--- config.mk ---
export PLATFORM = sky130hd
export DESIGN_NAME = crc32c_stream_engine
export DESIGN_NICKNAME = d
export VERILOG_FILES = /design/src/crc32c_pkg.sv /design/src/crc32c_lane.sv /design/src/crc32c_merge.sv /design/src/crc32c_stream_engine.sv
export SDC_FILE = /design/constraint.sdc
export NUM_CORES = 2
export LEC_CHECK = 0
export BUFFER_PORTS_ARGS = -buffer_cell sky130_fd_sc_hd__buf_2
export CAP_MARGIN = 20
export CORE_ASPECT_RATIO = 1.1
export CORE_UTILIZATION = 37
export CTS_CLUSTER_DIAMETER = 200
export DETAILED_ROUTE_END_ITERATION = 8
export PLACE_DENSITY = 0.64
export SLEW_MARGIN = 30
export SYNTH_ARGS = -nofsm -noshare
export SYNTH_HDL_FRONTEND = slang
export SYNTH_SLANG_ARGS = --single-unit
export TNS_END_PERCENT = 20
--- constraint.sdc ---
create_clock -name clk -period 19.1 [get_ports clk]
set_clock_uncertainty 0.15 [all_clocks]
set_input_delay 0.955 -clock clk [delete_from_list [all_inputs] [get_ports clk]]
set_output_delay 0.955 -clock clk [all_outputs]
set_load 0.005 [all_outputs]
--- src/crc32c_pkg.sv ---
// Types, constants and constant GF(2) matrix helpers for the CRC-32C engine.
package crc32c_pkg;

  // Reflected Castagnoli polynomial
  localparam logic [31:0] CRC_POLY = 32'h82F63B78;

  // Bytes carried by the data field, and the index width that selects one
  localparam int unsigned DATA_BYTES = 8;
  localparam int unsigned BYTE_IDX_W = 3;

  typedef logic [31:0] crc_word_t;

  // Linear map on the remainder: column b is the image of bit b
  typedef logic [31:0][31:0] crc_mat_t;

  // Start-of-message control carried down the pipeline
  typedef struct packed {
    logic      first;
    crc_word_t seed;
  } crc_start_t;

  // Bitwise fold over nbytes whole bytes; used to build constant matrices only
  function automatic crc_word_t crc_advance(crc_word_t r, int unsigned nbytes);
    crc_word_t acc;
    acc = r;
    for (int unsigned i = 0; i < nbytes * 8; i++) begin
      if (acc[0]) begin
        acc = (acc >> 1) ^ CRC_POLY;
      end else begin
        acc = acc >> 1;
      end
    end
    return acc;
  endfunction

  // Matrix of folding nbytes zero bytes through the remainder
  function automatic crc_mat_t crc_fold_mat(int unsigned nbytes);
    crc_mat_t m;
    for (int unsigned b = 0; b < 32; b++) begin
      m[b] = crc_advance(crc_word_t'(1) << b, nbytes);
    end
    return m;
  endfunction

  // Apply a constant matrix: XOR of the columns picked by the set bits
  function automatic crc_word_t crc_mat_apply(crc_mat_t m, crc_word_t v);
    crc_word_t acc;
    acc = '0;
    for (int unsigned b = 0; b < 32; b++) begin
      if (v[b]) begin
        acc = acc ^ m[b];
      end
    end
    return acc;
  endfunction

endpackage

--- src/crc32c_lane.sv ---
// One byte lane: picks its right-aligned byte and maps it to a remainder term.
module crc32c_lane import crc32c_pkg::*; #(
  parameter int unsigned LANE_BYTES = 8,
  parameter int unsigned LANE       = 0,
  parameter int unsigned CNT_W      = 4
) (
  input  logic [63:0]      data,
  input  logic [CNT_W-1:0] count,
  output crc_word_t        contrib
);

  // Byte in this lane is folded, then followed by the lanes above it
  localparam crc_mat_t BYTE_MAT = crc_fold_mat(LANE_BYTES - LANE);

  logic [7:0] data_bytes [DATA_BYTES];
  logic [5:0] pos_sum;
  logic [5:0] pos_idx;
  logic [7:0] lane_byte;

  // Bytes are right-aligned so the last valid byte sits in the top lane;
  // leading zero bytes leave a zero remainder untouched
  always_comb begin
    for (int unsigned i = 0; i < DATA_BYTES; i++) begin
      data_bytes[i] = data[8*i +: 8];
    end
    pos_sum = 6'(LANE) + 6'(count);
    pos_idx = pos_sum - 6'(LANE_BYTES);
    if (pos_sum >= 6'(LANE_BYTES) && pos_idx < 6'(DATA_BYTES)) begin
      lane_byte = data_bytes[pos_idx[BYTE_IDX_W-1:0]];
    end else begin
      lane_byte = 8'h00;
    end
  end

  assign contrib = crc_mat_apply(BYTE_MAT, {24'h000000, lane_byte});

endmodule

--- src/crc32c_merge.sv ---
// Merge stage: advances the remainder by the byte count and XORs in the lanes.
module crc32c_merge import crc32c_pkg::*; #(
  parameter int unsigned LANE_BYTES = 8,
  parameter int unsigned CNT_W      = 4
) (
  input  crc_word_t                   rem,
  input  crc_start_t                  start,
  input  logic [CNT_W-1:0]            count,
  input  logic [LANE_BYTES-1:0][31:0] lane_crc,
  output crc_word_t                   next_rem
);

  crc_word_t base;
  crc_word_t shifted [LANE_BYTES+1];
  crc_word_t lane_sum;

  // A first transaction restarts from the inverted seed
  assign base = start.first ? ~start.seed : rem;

  // One constant advance per possible byte count
  for (genvar g = 0; g <= LANE_BYTES; g++) begin : g_adv
    localparam crc_mat_t ADV_MAT = crc_fold_mat(g);
    assign shifted[g] = crc_mat_apply(ADV_MAT, base);
  end

  // Combine lane terms
  always_comb begin
    lane_sum = '0;
    for (int unsigned i = 0; i < LANE_BYTES; i++) begin
      lane_sum = lane_sum ^ lane_crc[i];
    end
  end

  assign next_rem = shifted[count] ^ lane_sum;

endmodule

--- src/crc32c_stream_engine.sv ---
// Top level of the CRC-32C stream engine: lane stage, merge stage, output register.
//
//  channel | direction | handshake         | payload
//  in_     | input     | in_valid/in_stall | data, byte_count, first, seed
//  out_    | output    | out_valid/out_stall | crc_value
//
// One transaction per cycle while the output is not stalled; the lane stage
// register holds an input and the output register its result. The rate is set
// by the remainder feedback, which the merge stage advances by 0..LANE_BYTES bytes.
// Synchronous active-low reset empties both stages and sets the remainder to
// all ones. A stalled output holds its result; the lane stage still takes one
// more transaction and input stall rises only when both stages are full.
module crc32c_stream_engine import crc32c_pkg::*; #(
  parameter int unsigned LANE_BYTES = 8
) (
  input  logic        clk,
  input  logic        rst_n,
  input  logic        in_valid,
  output logic        in_stall,
  input  logic [63:0] in_data,
  input  logic [3:0]  in_byte_count,
  input  logic        in_first,
  input  logic [31:0] in_seed,
  output logic        out_valid,
  input  logic        out_stall,
  output logic [31:0] out_crc_value
);

  localparam int unsigned CNT_W = $clog2(LANE_BYTES + 1);

  logic                        advance;
  logic                        in_acc;
  logic [CNT_W-1:0]            count_sat;
  logic [LANE_BYTES-1:0][31:0] lane_crc;
  crc_word_t                   rem_nxt;

  logic                        s1_valid_r;
  logic [LANE_BYTES-1:0][31:0] s1_lane_r;
  logic [CNT_W-1:0]            s1_count_r;
  crc_start_t                  s1_start_r;
  crc_word_t                   rem_r;
  logic                        out_valid_r;
  crc_word_t                   out_crc_r;

  // Handshake: the output register drains or is empty
  assign advance  = !out_valid_r || !out_stall;
  assign in_stall = s1_valid_r && !advance;
  assign in_acc   = in_valid && !in_stall;

  // Counts above the lane width saturate
  always_comb begin
    if ({1'b0, in_byte_count} > 5'(LANE_BYTES)) begin
      count_sat = CNT_W'(LANE_BYTES);
    end else begin
      count_sat = CNT_W'(in_byte_count);
    end
  end

  // Byte lanes
  for (genvar j = 0; j < LANE_BYTES; j++) begin : g_lane
    crc32c_lane #(
      .LANE_BYTES (LANE_BYTES),
      .LANE       (j),
      .CNT_W      (CNT_W)
    ) u_lane (
      .data    (in_data),
      .count   (count_sat),
      .contrib (lane_crc[j])
    );
  end

  // Merge with the running remainder
  crc32c_merge #(
    .LANE_BYTES (LANE_BYTES),
    .CNT_W      (CNT_W)
  ) u_merge (
    .rem      (rem_r),
    .start    (s1_start_r),
    .count    (s1_count_r),
    .lane_crc (s1_lane_r),
    .next_rem (rem_nxt)
  );

  // Control state
  always_ff @(posedge clk) begin
    if (!rst_n) begin
      s1_valid_r  <= 1'b0;
      out_valid_r <= 1'b0;
      rem_r       <= '1;
    end else begin
      if (!in_stall) begin
        s1_valid_r <= in_valid;
      end
      if (advance) begin
        out_valid_r <= s1_valid_r;
        if (s1_valid_r) begin
          rem_r <= rem_nxt;
        end
      end
    end
  end

  // Payload registers
  always_ff @(posedge clk) begin
    if (in_acc) begin
      s1_lane_r        <= lane_crc;
      s1_count_r       <= count_sat;
      s1_start_r.first <= in_first;
      s1_start_r.seed  <= in_seed;
    end
    if (advance && s1_valid_r) begin
      out_crc_r <= ~rem_nxt;
    end
  end

  assign out_valid     = out_valid_r;
  assign out_crc_value = out_crc_r;

endmodule

After elaboration in Yosys (flattened, before gate mapping)

Cells that the tools add are included.

Logic and storage cells: 816
Output and inout port bits: 34
Input port bits: 105
Flip-flop bits (word level): 359

Multiplexer cells: 389
Bitwise gates (word level): 354
Reductions and logical operators: 17
$lt $le $gt $ge: 26
Add/sub/neg operators: 15

Operators with widths:

| kind               | number |
|---|---|
| $mux 32            | 150 |
| $mux 31            | 63 |
| $not 17->17        | 95 |
| $not 15->15        | 86 |
| $mux 30            | 38 |
| $mux 29            | 22 |
| $not 19->19        | 25 |
| $xor 32x32->32     | 8 |
| $mux 8             | 28 |
| $mux 28            | 7 |
| $bmux 8 s3         | 8 |
| $not 21->21        | 9 |
| $not 11->11        | 16 |
| $not 14->15        | 10 |
| $bmux 32 s4        | 1 |
| $not 23->23        | 5 |
| $not 13->13        | 6 |
| $not 32->32        | 2 |
| $lt 6x4->1 const B | 8 |
| $mux 16            | 3 |
| $mux 24            | 2 |
| $not 1->1          | 48 |
| $mux 23            | 2 |
| $mux 15            | 3 |
| 40 further kinds   | 156 |

Depth between registers and ports, before layout

Depth after elaboration: 70
Depth in mapped cells: 16
Gate-level depth less buffers: 11

Hierarchy

From an unflattened synthesis, not the netlist that was laid out.

Cell total of the unflattened synthesis: 3822
Area, all modules: 44003.5 µm²

Modules (own cells, without submodules):

| module                          | cells each | instances | sequential area each (µm²) | area an instance (µm²) |
|---|---|---|---|---|
| crc32c_merge                    | 2270       | 1         | 0.0                        | 21878.5 |
| crc32c_stream_engine            | 512        | 1         | 10440.0                    | 11324.6 |
| crc32c_lane at g_lane[5].u_lane | 145        | 1         | 0.0                        | 1505.2 |
| crc32c_lane at g_lane[3].u_lane | 152        | 1         | 0.0                        | 1466.4 |
| crc32c_lane at g_lane[1].u_lane | 144        | 1         | 0.0                        | 1462.7 |
| crc32c_lane at g_lane[6].u_lane | 145        | 1         | 0.0                        | 1438.9 |
| crc32c_lane at g_lane[7].u_lane | 139        | 1         | 0.0                        | 1433.9 |
| crc32c_lane at g_lane[2].u_lane | 117        | 1         | 0.0                        | 1265.0 |
| crc32c_lane at g_lane[4].u_lane | 110        | 1         | 0.0                        | 1163.6 |
| crc32c_lane at g_lane[0].u_lane | 88         | 1         | 0.0                        | 1064.8 |

Least setup slack after synthesis

No wires, ideal clock.

Kind: in2reg
Start: input out_stall
End: register s1_count_r[0], enable pin
Data arrival time: 13.285 ns
Cell stages on the path: 2
Path slack: 4.716 ns
Data required time: 18.001 ns
Path buffers: 0
Library setup time: 0.949 ns
Cells stage by stage: and3_1 -> nor2b_1

Word-level cells in the longest chain between the ends: 6

RTL lines:

| item                 | RTL line                    | text |
|---|---|---|
| start, declared      | crc32c_stream_engine.sv:25  | `input logic out_stall,` |
| $logic_not 1->1      | crc32c_stream_engine.sv:46  | `assign advance = !out_valid_r \|\| !out_stall;` |
| $logic_or 1x1->1     | crc32c_stream_engine.sv:46  |  |
| $logic_not 1->1      | crc32c_stream_engine.sv:47  | `assign in_stall = s1_valid_r && !advance;` |
| $logic_and 1x1->1    | crc32c_stream_engine.sv:47  |  |
| $logic_not 1->1      | n/a                         |  |
| $logic_and 1x1->1    | crc32c_stream_engine.sv:48  | `assign in_acc = in_valid && !in_stall;` |
| named net in_acc     | crc32c_stream_engine.sv:32  | `logic in_acc;` |
| end signal, assigned | crc32c_stream_engine.sv:107 | `s1_count_r <= count_sat;` |
| end, declared        | crc32c_stream_engine.sv:39  | `logic [CNT_W-1:0] s1_count_r;` |

The timed path passes the listed nets, and every way through them passes these cells.
A chain may end at the register's enable or synchronous reset.

Worst setup path after layout

Start: register s1_start_r[32] (netlist bit)
End: register out_crc_r[24] (netlist: out_crc_value[24]), data pin

Word-level cells in the longest chain between the ends: 58
Elaborated cells between the ends (all ways): 326
Those cells by class: 214 x mux; 112 x bitwise

RTL lines:

| item                                           | RTL line                    | text |
|---|---|---|
| start, declared                                | crc32c_stream_engine.sv:40  | `crc_start_t s1_start_r;` |
| $mux 32 (*)                                    | crc32c_merge.sv:18          | `assign base = start.first ? ~start.seed : rem;` |
| $mux 32                                        | crc32c_pkg.sv:50            | `if (v[b]) begin` |
| $not 17->17 (no source line)                   | n/a                         |  |
| $mux 32                                        | crc32c_pkg.sv:50            |  |
| $not 17->17 (no source line)                   | n/a                         |  |
| $mux 31                                        | crc32c_pkg.sv:50            |  |
| $mux 32                                        | crc32c_pkg.sv:50            |  |
| $not 17->17 (no source line)                   | n/a                         |  |
| [41 not listed]                                | n/a                         |  |
| $mux 30                                        | crc32c_pkg.sv:50            |  |
| $not 17->17 (no source line)                   | n/a                         |  |
| $mux 31                                        | crc32c_pkg.sv:50            |  |
| $mux 32                                        | crc32c_pkg.sv:50            |  |
| $bmux 32 s4 (*)                                | crc32c_merge.sv:34          | `assign next_rem = shifted[count] ^ lane_sum;` |
| $mux 32 (not written as such) (*) (2 in a row) | crc32c_merge.sv:34          |  |
| $xor 32x32->32 (*)                             | crc32c_merge.sv:34          |  |
| $not 32->32 (*)                                | crc32c_stream_engine.sv:112 | `out_crc_r <= ~rem_nxt;` |
| end signal, assigned                           | crc32c_stream_engine.sv:112 |  |
| end, declared                                  | crc32c_stream_engine.sv:43  | `crc_word_t out_crc_r;` |

Every way passes the cells marked *; elsewhere a longest branch is shown, timed or not. The select of a mux whose other input is x is not followed.

==> out/metrics.sh <==
STATUS='completed'
GRT_REMAINING_OVERFLOW=0
FMAX_MHz=140
WORST_SLEW_MARGIN_REL_PCT=21.8
NETLIST_AREA_MM2=0.0373
CLK_PIN_SLEW_WORST_PATHS_NS=0.07
SYNTH-ASYNC-RESET-RATIO_PCT=0
WHS_ENDPOINT='s1_start_r[19]'
CTS_RESIZED=0
NUMCLOCKSINKS=341
TRACK_USAGE_PCT=37.9
CP.ARRIVAL_NS=7.40
FINAL.FILL_COUNT=9587
POST-ROUTE-DRC-COUNT=0
ROW_COUNT=121
R2R_END='out_crc_value[24]'
SYN_AVG_CELL_AREA_UM2=10.9
TRITONCTS='yes'
ROUTED_WIRELENGTH_MM=196
SYN_TO_FINAL_GROWTH_PCT=11.1
HOLDBUFCOUNTCTS=0
MAX_CAP_VIOLATIONS=0
FP.DIEH_UM=335
POSTSYNTHNETCOUNT=3538
CORE_AREA_MM2=0.0995
INITIAL_CORE_UTIL_PCT=37.5
SYNTH.LIB_CELLS_USED.DISTINCT=76
POSTSYNTHREGISTERBITS=341
SEQUENTIAL_FRACTION_OF_THE_SYNTHESIS_AREA_PCT=26.5
NUM_IO_PINS=139
MAXIMUM_CLOCK_PATH_BUFFER_COUNT=3
WORSTMARGINPINSLEW_NS=1.15
WORST-R2R-CELL-COUNT=13
LAYOUT.CELLS.MOST_COMMON='xnor2_1'
CLK_LATENCY_NS=0.65
NNETSFINAL=3681
CELL_CHOSEN_FOR_THE_CLOCK_ROOT='clkbuf_16'
CLOCK_BUFFER_COUNT_FROM_CTS=40
TIMING.FINAL.MAX_SLEW_VIOLATIONS=0
DIE_AREA_MM2=0.102
R2R_START='s1_start_r[32]'
SETUP_VIOL=0
HOLD_CLASS='in2reg'
SYN_INST=3426
DETAILEDROUTE.FIRSTITERATIONVIOLATIONS=3637
TIMING.HOLD.WORST_PATH_DEPTH=1
DRIVE_ABOVE_1_SHARE_PCT=16.2
PATH_MAX_FANOUT=71
IO_BUFFERS=138
FINALCRITICALPERIOD_NS=7.16
NUMBER_OF_FLOPS_MAPPED_TO_ENABLE_CELLS_BY_YOSYS=307
VIAS=28088
GRT_SETUP_UNREPAIRED='false'
SETUP-TNS-FINAL_NS=0
WL_PER_CELL_UM=40.1
DIE-WIDTH_UM=305
SYN_WARNINGS=0
LAYOUT_COMMON_CELLS='1271 x xnor2_1, 506 x xor2_1, 307 x edfxtp_1, 163 x nand2_1, 162 x buf_4'
PLACE.GP.CONGESTION=1.13
DRT_FIRST_PASS_ITERS=6
PIN_COUNT_OF_THE_BIGGEST_NET_ENTERING_GLOBAL_ROUTING=179
VIA_COUNT_OF_THE_FIRST_GLOBAL_ROUTING_PASS=27399
ANTENNA_VIOLATING_NETS_POST_ROUTE=0
FINAL_MIN_PERIOD_OVER_CLOCK_PERIOD_PCT=37.5
POST_CTS.REPAIR.SETUP_BUFFERS=0
R2R_SLACK_NS=11.94
GRT_FIRST_PASS_WIRELENGTH_MM=257
FINAL_HOLD_VIOL_COUNT=0
HOLD_PATH.STARTPOINT='in_seed[19]'
H-TREE-DEPTH=2
DETAILED_PLACE_HPWL_MM=152
ANTENNA_FOUND_INITIAL=8
SYNTH-MAIN-FF-CELL='edfxtp_1'
VIAS_CELL=5.74
CRITPATHKIND='reg2reg'
WORST_SETUP_PATH_END_KIND='register'
WORST_SETUP_PATH_START_KIND='register'
WORST_EP_REQUIRED_TIME_NS=19.34
==> metal layers <==
| metal | up-vias | part of all wire, % | routed length [µm] | GRT usage [%] |
|---|---|---|---|---|
| li1 | 11731 | - | - | - |
| met2 | 1683 | 45 | 88300 | 60.3 |
| met4 | 8 | 10 | 20200 | 32.8 |
| met1 | 14074 | 37 | 72100 | 43.8 |
| met5 | - | 0.028 | 55 | 0 |
| met3 | 592 | 7.9 | 15500 | 7.62 |
==> cell type report <==
class	instances	area [µm²]	area share [%]
multi-input combinational	2850	26500	64.0
sequential	341	9900	23.9
timing repair buffer	304	1990	4.81
tap	1291	1620	3.89
clock buffer	53	1100	2.65
clock inverter	19	203	0.488
inverter	32	130	0.314
antenna	3	7.51	0.0181
==> synth_stat cells (33+ instances only) <==
| cell | instances | area (µm²) |
|---|---|---|
| mux2i_1 | 180 | 1800 |
| xnor2_1 | 1275 | 11200 |
| nand2_1 | 163 | 612 |
| edfxtp_1 | 307 | 9220 |
| mux2i_4 | 33 | 743 |
| buf_2 | 75 | 375 |
| clkbuf_1 | 68 | 255 |
| a21oi_1 | 86 | 430 |
| xnor3_1 | 104 | 2340 |
| dfxtp_1 | 34 | 681 |
| o21ai_0 | 34 | 170 |
| xor2_1 | 511 | 4480 |
| nor2_1 | 96 | 360 |
| mux4_2 | 38 | 856 |
| mux2i_2 | 33 | 454 |
==> worst max path at each step <==
stage                     slack, ns  cells past startpoint             start                end
after floorplan                4.72                      2         out_stall      s1_count_r[0]
after global placement        12.13                     10  in_byte_count[3]     s1_lane_r[184]
after detailed placement      12.29                     12    s1_start_r[32]  out_crc_value[24]
after CTS                     12.20                     12    s1_start_r[32]  out_crc_value[24]
after global routing          12.09                     13    s1_start_r[32]  out_crc_value[24]
final                         11.94                     13    s1_start_r[32]  out_crc_value[24]
==> cell families (layout without fill, tap and decap cells) <==
logic type | count (synthesis) | count (layout) | synth area share (%)
AOI/OAI and AO/OA | 284 | 284 | 5.13
xor gates and xnor gates | 1931 | 1931 | 50.3
adders and majority gates | 7 | 7 | 0.235
buffers and inverters | 235 | 408 | 3.35
DFF | 341 | 341 | 26.5
muxes | 292 | 292 | 10.6
other | 0 | 3 | 0
and+or+nand+nor | 336 | 336 | 3.87
==> worst max-delay path: stages (launching register included) <==
cell      delay, ns
edfxtp_1       0.36
buf_4          0.28
inv_8          0.65
buf_4          0.78
buf_4          0.91
mux2i_4        0.34
buf_4          0.28
xnor3_1        0.37
xnor2_1        0.28
xnor2_1        0.75
a21oi_1        0.15
o21ai_0        0.14
nand4_1        0.74
xor2_1         0.58
==> state kept, by name, indices dropped and copies added, names as in the netlist <==
| signal | flops |
|---|---|
| rem_r | 32 |
| s1_count_r | 4 |
| out_valid | 1 |
| s1_valid_r | 1 |
| out_crc_value | 32 |
| s1_lane_r | 238 |
| s1_start_r | 33 |
==> through the flow <==
stage	util [%]	worst slack (ns)	hold slack, ns	cell area, µm²	std cells
after detailed placement	40.3	12.29	0.325	40100	4817
after CTS	41.6	12.20	0.304	41400	4889
after global routing	41.7	12.09	0.328	41500	4890
after floorplan	-	4.72	0.300	37300	3426
final	41.7	11.94	0.330	41500	4893
after global placement	40.2	12.13	0.318	40000	4817
Power is left out: the tool's default activity adds up to more than one toggle a clock period on the data nets, which glitch-free logic cannot reach.
